File: config.mk
export PLATFORM = sky130hd
export DESIGN_NAME = nes_mapper91_bank_irq_core
export DESIGN_NICKNAME = d
export VERILOG_FILES = /design/src/design/nm91_pkg.sv /design/src/design/nm91_core.sv /design/src/design/nes_mapper91_bank_irq_core.sv
export SDC_FILE = /design/constraint.sdc
export NUM_CORES = 1
export LEC_CHECK = 0
export BUFFER_PORTS_ARGS = -buffer_cell sky130_fd_sc_hd__clkbuf_2
export CAP_MARGIN = 0
export CORE_ASPECT_RATIO = 1.25
export CORE_UTILIZATION = 45
export CTS_BUF_LIST = sky130_fd_sc_hd__clkbuf_4 sky130_fd_sc_hd__clkbuf_8
export DETAILED_ROUTE_END_ITERATION = 8
export GPL_TIMING_DRIVEN = 1
export PLACE_DENSITY = 0.64
export SLEW_MARGIN = 10
export SYNTH_ARGS = -nofsm -noshare
export SYNTH_HDL_FRONTEND = slang
export SYNTH_HIERARCHICAL = 1
export SYNTH_SLANG_ARGS = --single-unit
File: constraint.sdc
create_clock -name clk -period 7.16 [get_ports clk]
set_clock_uncertainty 0.15 [all_clocks]
set_input_delay 0.716 -clock clk [delete_from_list [all_inputs] [get_ports clk]]
set_output_delay 0.716 -clock clk [all_outputs]
set_load 0.05 [all_outputs]
File: src/design/nm91_pkg.sv
// Package with the types and constants of the mapper 91 bank and IRQ block.
`default_nettype none

package nm91_pkg;

    // Input word command codes.
    typedef enum logic [2:0] {
        CMD_WRITE    = 3'd0,
        CMD_SCANLINE = 3'd1,
        CMD_CYCLE    = 3'd2,
        CMD_PRG      = 3'd3,
        CMD_CHR      = 3'd4
    } cmd_t;

    // Field widths.
    localparam int CMD_W   = 3;
    localparam int ADDR_W  = 16;
    localparam int DATA_W  = 8;
    localparam int BANK_W  = 11;
    localparam int COUNT_W = 16;

    // Scanline IRQ fires when the line count reaches this value.
    localparam logic [3:0] LINE_LIMIT = 4'd8;
    // Amount subtracted from the cycle counter whenever the two-bit prescaler wraps.
    localparam logic [COUNT_W-1:0] CYCLE_STEP = 16'd5;

    // Result of one input word.
    typedef struct packed {
        logic [BANK_W-1:0] bank;
        logic              irq_line;
        logic              horizontal_mirroring;
    } result_t;

endpackage

`default_nettype wire

File: src/design/nm91_core.sv
// Mapper state registers, write decoding, IRQ counters and bank lookup.
`default_nettype none

module nm91_core (
    input  logic                         clk,
    input  logic                         rst_n,
    input  logic                         step,
    input  logic                         submapper,
    input  logic [nm91_pkg::CMD_W-1:0]   cmd,
    input  logic [nm91_pkg::ADDR_W-1:0]  addr,
    input  logic [nm91_pkg::DATA_W-1:0]  val,
    output nm91_pkg::result_t            res
);
    import nm91_pkg::*;

    // Write pages selected by address bits 15..12.
    localparam logic [3:0] PAGE_CHR   = 4'h6;
    localparam logic [3:0] PAGE_PRG   = 4'h7;
    localparam logic [3:0] PAGE_OUTA  = 4'h8;
    localparam logic [3:0] PAGE_OUTB  = 4'h9;

    logic [3:0]         prg_reg [2];
    logic [3:0]         prg_next [2];
    logic [7:0]         chr_reg [4];
    logic [7:0]         chr_next [4];
    logic [7:0]         outer_reg, outer_next;
    logic               mirror_reg, mirror_next;
    logic               irq_en_reg, irq_en_next;
    logic [3:0]         line_reg, line_next;
    logic [1:0]         presc_reg, presc_next;
    logic [COUNT_W-1:0] count_reg, count_next;
    logic               pend_reg, pend_next;
    logic [COUNT_W-1:0] count_dec;
    logic [3:0]         line_inc;
    logic [3:0]         prg_low;
    logic [BANK_W-1:0]  bank_val;

    assign count_dec = count_reg - CYCLE_STEP;
    assign line_inc  = line_reg + 4'd1;

    // Next state for the word being processed.
    always_comb
    begin
        prg_next    = prg_reg;
        chr_next    = chr_reg;
        outer_next  = outer_reg;
        mirror_next = mirror_reg;
        irq_en_next = irq_en_reg;
        line_next   = line_reg;
        presc_next  = presc_reg;
        count_next  = count_reg;
        pend_next   = pend_reg;
        if (step)
        begin
            unique case (cmd_t'(cmd))
                CMD_WRITE:
                begin
                    unique case (addr[15:12])
                        PAGE_CHR:
                        begin
                            if (submapper)
                            begin
                                unique case (addr[2:0])
                                    3'd4: mirror_next = 1'b1;
                                    3'd5: mirror_next = 1'b0;
                                    3'd6: count_next  = {count_reg[15:8], val};
                                    3'd7: count_next  = {val, count_reg[7:0]};
                                    default: chr_next[addr[1:0]] = val;
                                endcase
                            end
                            else
                            begin
                                chr_next[addr[1:0]] = val;
                            end
                        end
                        PAGE_PRG:
                        begin
                            unique case (addr[1:0])
                                2'd2:
                                begin
                                    irq_en_next = 1'b0;
                                    line_next   = 4'd0;
                                    pend_next   = 1'b0;
                                end
                                2'd3:
                                begin
                                    irq_en_next = 1'b1;
                                    presc_next  = 2'd3;
                                    pend_next   = 1'b0;
                                end
                                default: prg_next[addr[0]] = val[3:0];
                            endcase
                        end
                        PAGE_OUTA, PAGE_OUTB: outer_next = addr[7:0];
                        default: ;
                    endcase
                end
                CMD_SCANLINE:
                begin
                    // Count enabled scanlines up to the limit, then hold.
                    if (!submapper && irq_en_reg && (line_reg < LINE_LIMIT))
                    begin
                        line_next = line_inc;
                        if (line_inc >= LINE_LIMIT)
                            pend_next = 1'b1;
                    end
                end
                CMD_CYCLE:
                begin
                    // Each wrap of the two-bit prescaler drops the counter; IRQ at or below zero.
                    if (submapper)
                    begin
                        presc_next = presc_reg + 2'd1;
                        if (presc_next == 2'd0)
                        begin
                            count_next = count_dec;
                            if (((count_dec == '0) || count_dec[COUNT_W-1]) && irq_en_reg)
                                pend_next = 1'b1;
                        end
                    end
                end
                default: ;
            endcase
        end
    end

    // Bank lookup from the current registers.
    always_comb
    begin
        unique case (addr[14:13])
            2'd0: prg_low = prg_reg[0];
            2'd1: prg_low = prg_reg[1];
            2'd2: prg_low = 4'hE;
            default: prg_low = 4'hF;
        endcase
        unique case (cmd_t'(cmd))
            CMD_PRG:
                bank_val = addr[15] ? {outer_reg[7:1], prg_low} : '0;
            CMD_CHR:
                bank_val = (addr[15:13] == 3'd0) ?
                           {2'b00, outer_reg[0], chr_reg[addr[12:11]]} : '0;
            default: bank_val = '0;
        endcase
    end

    // The IRQ line and mirroring reflect the state after this word; the bank uses the state before it.
    assign res.bank                 = bank_val;
    assign res.irq_line             = pend_next;
    assign res.horizontal_mirroring = submapper & mirror_next;

    // State registers.
    always_ff @(posedge clk or negedge rst_n)
    begin
        if (!rst_n)
        begin
            prg_reg    <= '{default: '0};
            chr_reg    <= '{default: '0};
            outer_reg  <= '0;
            mirror_reg <= 1'b0;
            irq_en_reg <= 1'b0;
            line_reg   <= '0;
            presc_reg  <= '0;
            count_reg  <= '0;
            pend_reg   <= 1'b0;
        end
        else
        begin
            prg_reg    <= prg_next;
            chr_reg    <= chr_next;
            outer_reg  <= outer_next;
            mirror_reg <= mirror_next;
            irq_en_reg <= irq_en_next;
            line_reg   <= line_next;
            presc_reg  <= presc_next;
            count_reg  <= count_next;
            pend_reg   <= pend_next;
        end
    end

endmodule

`default_nettype wire

File: src/design/nes_mapper91_bank_irq_core.sv
// Mapper 91 bank lookup and IRQ block: top level.
//
// Usage: each input word on (command, address, value) is a CPU write, a
// scanline-end tick, a CPU-cycle tick, or a PRG or CHR bank lookup. It is
// taken at a rising edge where in_valid is high and in_stall is low. Every
// word yields exactly one output word (bank, irq_line, horizontal_mirroring),
// taken at an edge where out_valid is high and out_stall is low.
// A word taken at an edge is held in the input register, then processed
// into the output register, from which it can be taken. Throughput is one
// word per cycle while out_stall is low; the input and output registers
// form a two-entry pipeline, so a new word is taken while a result still
// waits. When the receiver stalls, the output word holds and in_stall rises
// only once both registers are full. The submapper register is written
// through cfg_valid/cfg_ready (always ready); the user must write it only
// while the block is idle, which the block does not enforce. Reset clears
// all mapper state, selects submapper 0 and empties the pipeline.
`default_nettype none

module nes_mapper91_bank_irq_core (
    input  logic                         clk,
    input  logic                         rst_n,
    input  logic                         cfg_valid,
    output logic                         cfg_ready,
    input  logic                         cfg_submapper,
    input  logic                         in_valid,
    output logic                         in_stall,
    input  logic [nm91_pkg::CMD_W-1:0]   command,
    input  logic [nm91_pkg::ADDR_W-1:0]  address,
    input  logic [nm91_pkg::DATA_W-1:0]  value,
    output logic                         out_valid,
    input  logic                         out_stall,
    output logic [nm91_pkg::BANK_W-1:0]  bank,
    output logic                         irq_line,
    output logic                         horizontal_mirroring
);
    import nm91_pkg::*;

    logic              sub_reg;
    logic              s1_valid_reg;
    logic [CMD_W-1:0]  s1_cmd_reg;
    logic [ADDR_W-1:0] s1_addr_reg;
    logic [DATA_W-1:0] s1_val_reg;
    logic              out_valid_reg;
    result_t           out_res_reg;
    result_t           res;
    logic              advance;
    logic              step;

    // The output register can take a new word when empty or being drained.
    assign advance   = !out_valid_reg || !out_stall;
    assign in_stall  = s1_valid_reg && !advance;
    assign step      = s1_valid_reg && advance;
    assign cfg_ready = 1'b1;

    // Configuration register.
    always_ff @(posedge clk or negedge rst_n)
    begin
        if (!rst_n)
            sub_reg <= 1'b0;
        else if (cfg_valid && cfg_ready)
            sub_reg <= cfg_submapper;
    end

    // Input register.
    always_ff @(posedge clk or negedge rst_n)
    begin
        if (!rst_n)
            s1_valid_reg <= 1'b0;
        else if (!in_stall)
            s1_valid_reg <= in_valid;
    end

    always_ff @(posedge clk)
    begin
        if (in_valid && !in_stall)
        begin
            s1_cmd_reg  <= command;
            s1_addr_reg <= address;
            s1_val_reg  <= value;
        end
    end

    nm91_core u_core (
        .clk       (clk),
        .rst_n     (rst_n),
        .step      (step),
        .submapper (sub_reg),
        .cmd       (s1_cmd_reg),
        .addr      (s1_addr_reg),
        .val       (s1_val_reg),
        .res       (res)
    );

    // Output register.
    always_ff @(posedge clk or negedge rst_n)
    begin
        if (!rst_n)
            out_valid_reg <= 1'b0;
        else if (advance)
            out_valid_reg <= s1_valid_reg;
    end

    always_ff @(posedge clk)
    begin
        if (step)
            out_res_reg <= res;
    end

    assign out_valid            = out_valid_reg;
    assign bank                 = out_res_reg.bank;
    assign irq_line             = out_res_reg.irq_line;
    assign horizontal_mirroring = out_res_reg.horizontal_mirroring;

endmodule

`default_nettype wire

# Word-level counts from Yosys, hierarchy flattened
# Index checks and enable logic that the tools add are counted.
[totals]
reg_bits = 116
in_bits = 33
output_inout_bits = 16
elab_cells = 145
[op_classes]
addsub = 3
order_cmp = 7
eq_ne = 29
mux = 44
bitwise_logic = 5
reduce_logical = 34
[ops]
columns = ["op", "n"]
rows = [
  ["$mux 16", 4],
  ["$mux 32", 2],
  ["$pmux 16 s2", 2],
  ["$bwmux 32", 1],
  ["$mux 8", 3],
  ["$pmux 11 s2", 1],
  ["$bmux 8 s2", 1],
  ["$demux 8 s2", 1],
  ["$logic_not 16->1", 1],
  ["$mux 4", 4],
  ["$ne 2x2->1 const B", 8],
  ["$reduce_and 8->1", 2],
  ["$sub 16x3->16 const B", 1],
  ["$eq 3x3->1 const B", 5],
  ["$mux 1", 12],
  ["$pmux 4 s3", 1],
  ["$reduce_and 4->1", 3],
  ["$mux 11", 1],
  ["$ne 2x1->1 const B", 5],
  ["$reduce_and 5->1", 2],
  ["$mux 9", 1],
  ["$bwmux 8", 1],
  ["$eq 4x3->1 const B", 2],
  ["$eq 4x4->1 const B", 2],
  ["31 further kinds", 56],
]

# Depth between registers and ports, before layout
[depth]
depth_word = 9
mapped_depth = 8
mapped_depth_nobuf = 7

# Hierarchy
# The synthesis kept the hierarchy.
[by_module_without_submodules]
columns = ["module", "instances", "cells_each", "area_each_um2", "seq_area_each_um2"]
rows = [
  ["nm91_core", 1, 371, 4081.4, 1826.8],
  ["nes_mapper91_bank_irq_core", 1, 52, 1341.3, 1276.2],
]

# Worst setup path after synthesis
# No wires, ideal clock.
[synth_path]
path_kind = "input to register"
from = "input port out_stall"
to = "register u_core/chr_reg[0] in the netlist's numbering"
setup_time_ns = 0.125
arrival_ns = 3.234
t_required_ns = 6.885
slack_ns = 3.651
path_stages = 6
path_buffers = 0
cell_sequence = "a21boi_0 nor4b_4 nand2_1 a21oi_4 nand3_2 mux2_2"
[synth_via]
elab_chain_len = 4
[synth_lines]
columns = ["element", "line", "rtl"]
rows = [
  ["start, declared", "nes_mapper91_bank_irq_core.sv:31", "input logic out_stall,"],
  ["$logic_not 1->1", "nes_mapper91_bank_irq_core.sv:50", "assign advance = !out_valid_reg || !out_stall;"],
  ["$logic_or 1x1->1", "nes_mapper91_bank_irq_core.sv:50", ""],
  ["$logic_and 1x1->1", "nes_mapper91_bank_irq_core.sv:52", "assign step = s1_valid_reg && advance;"],
  ["$reduce_and 4->1 (no source line)", "n/a", ""],
  ["end signal, assigned", "nm91_core.sv:169", "chr_reg <= chr_next;"],
  ["end, declared", "nm91_core.sv:24", "logic [7:0] chr_reg [4];"],
]
# Every way passes these cells.
# A chain may end at the register's enable or synchronous reset.

==> flow_metrics.tcl <==
set metrics [dict create \
    status "completed" \
    diodes 0 \
    placed_cells 584 \
    grt.total_usage 0.1992 \
    max_freq_mhz 392.1 \
    placedInstanceArea_mm2 0.005639 \
    wl_met3_um 437 \
    wirelength_mm 11.27 \
    root_buffer "clkbuf_8" \
    die_area_mm2 0.01229 \
    coreArea_mm2 0.01156 \
    clock_latency_ps 440 \
    tns_ps 0 \
    rr_startpoint "u_core/count_reg[0]" \
    hold_buffers 0 \
    finalCritPeriodShare 0.3562 \
    hpwlAfterDp_mm 7.582 \
    wl_met1_mm 4.964 \
    port-buffer-count 44 \
    start_kind "flop" \
    drive_gt1_frac 0.3138 \
    period_needed_ps 2550 \
    grt_max_degree 77 \
    cpPeakStageDelay_ps 480 \
    grt_pass1_wl_mm 18.23 \
    clk_pin_slew_ps 70 \
    h-tree-depth 4 \
    max-slew-margin-rel 0.3367 \
    p_per_area_mw_per_mm2 280.9 \
    grt_pass1_vias 3574 \
    end_kind "flop" \
    dr_wl_met2_mm 5.667 \
    cts_buffers 17 \
    drv_slew 0 \
    crit_chain "inv_1, ha_1, and2b_1, o21ai_0, a311oi_1, o2111ai_1, a31oi_1" \
    tightest_slew_ps 995.0 \
    num_vias 3575 \
    start_util 0.4613 \
    cp.arrival_ps 2660 \
    critPathSlowestCell "dfrtp_1" \
    die_x_um 99.37 \
    netlist_instances 420 \
    critPathMaxFanout 8 \
    setup_violations 0 \
    cp-endpoint "irq_line" \
    cts_tree "yes" \
    p_leak_nw 2.637 \
    hold_violations 0 \
    io_pins 49 \
    largest_reg_flops 32 \
    drtAntennaViolNets 0 \
    whs_ps 275.9 \
    maxCapViolations 0 \
    required_ps 7270 \
    row_count 44 \
    clock_path_buffers 2 \
    crit_family "compound AO/OA/AOI/OAI gates" \
    ff2ff_path_depth 7 \
    startpoint "u_core/count_reg[0]" \
    die_h_um 123.7 \
    viasPerCell 5.804 \
    ys.warnings.count 6 \
    area_growth_pct 13.16 \
    timing.critical_path.buf_inv 1 \
    wl_per_cell_um 18.30 \
    cts.repair.resized 0 \
    first_pass_iters 4 \
    drtIter0Drc 233 \
    grt_overflow 0 \
    postCtsSetupBuffers 0 \
    cp.depth 7 \
    reg2reg_to "irq_line" \
    syn_area_mm2 0.005333 \
    fin_cells 616 \
    nFillCells 999 \
    rsz0062_at_grt "no" \
    fin_nets 502 \
    total_power_mw 1.695 \
    antenna_found_initial 0 \
    synthesis.nets 457 \
    drc 0 \
    hold_class "primary input to async pin" \
    clkSinkCount 113 \
    stdcell_area_mm2 0.006035 \
    globalplace.congestion 0.8931 \
    top_layer "met4" \
    reg2reg_slack_ps 4610 \
    vdd_drop_max_mv 0.1380 \
    syn_area_per_cell_um2 12.70 \
    path_class "flop to flop" \
]
[area by class of cell]
type | count | area (um2) | share of cell area
sequential | 113 | 3013 | 0.4993
multi-input combinational | 275 | 2167 | 0.3591
clock buffer | 20 | 262.8 | 0.04354
timing repair buffer | 47 | 245.2 | 0.04064
tap | 138 | 172.7 | 0.02861
clock inverter | 12 | 132.6 | 0.02198
inverter | 11 | 41.29 | 0.006842
[metrics by stage]
step | utilization | worst slack [ps]
floorplan | - | 3651
global placement | 0.4878 | 4330
detailed placement | 0.4878 | 4296
CTS | 0.5220 | 4662
global route | 0.5220 | 4506
finish | 0.5220 | 4610
[worst min path at each step]
stage | end | depth (start not counted) | start | slack [ps]
finish | out_valid | 1 | rst_n | 280
global route | s1_val_reg[3] | 1 | value[3] | 260
CTS | s1_addr_reg[12] | 1 | address[12] | 270
detailed placement | u_core/outer_reg[6] | 1 | s1_addr_reg[6] | 320
global placement | u_core/outer_reg[4] | 1 | s1_addr_reg[4] | 320
floorplan | out_valid | 0 | rst_n | 270
[layout by cell type (no fill, tap or decap), types with 3 or more instances in the layout]
cell,count
dfrtp_1,76
mux2_2,52
clkbuf_2,43
edfxtp_1,37
nor2_1,26
o21ai_0,22
clkbuf_8,18
nand2_1,17
a21oi_1,17
inv_1,11
nor3_1,9
and2_1,8
nor2b_1,8
nand3_1,8
o22ai_1,7
or3_1,7
mux4_2,6
nor4b_1,5
a32o_1,5
a22oi_1,5
buf_4,4
a211oi_1,4
a32oi_1,4
a31oi_1,4
ha_1,4
nand2b_1,3
clkinv_2,3
inv_6,3
and3_1,3
nor3b_1,3
nand2_2,3
o22a_1,3
[worst reg2reg max path, stage by stage, from the launching register on]
cell and delay (ps):
dfrtp_1 480, inv_1 70, ha_1 290, and2b_1 460, o21ai_0 180, a311oi_1 310
o2111ai_1 190, a31oi_1 250
[power by group]
part / total [mW] / internal [mW] / switching [mW]
combinational: 0.294 / 0.114 / 0.181
clock: 0.597 / 0.328 / 0.269
sequential: 0.804 / 0.727 / 0.0772
total: 1.70 / 1.17 / 0.527
[routing by layer]
metal | up-vias | GRT usage
met5 | - | 0
met3 | 12 | 0.05499
li1 | 1686 | -
met4 | 0 | 0.08732
met2 | 92 | 0.3342
met1 | 1785 | 0.2419
Power figures use the tool's default switching activity.
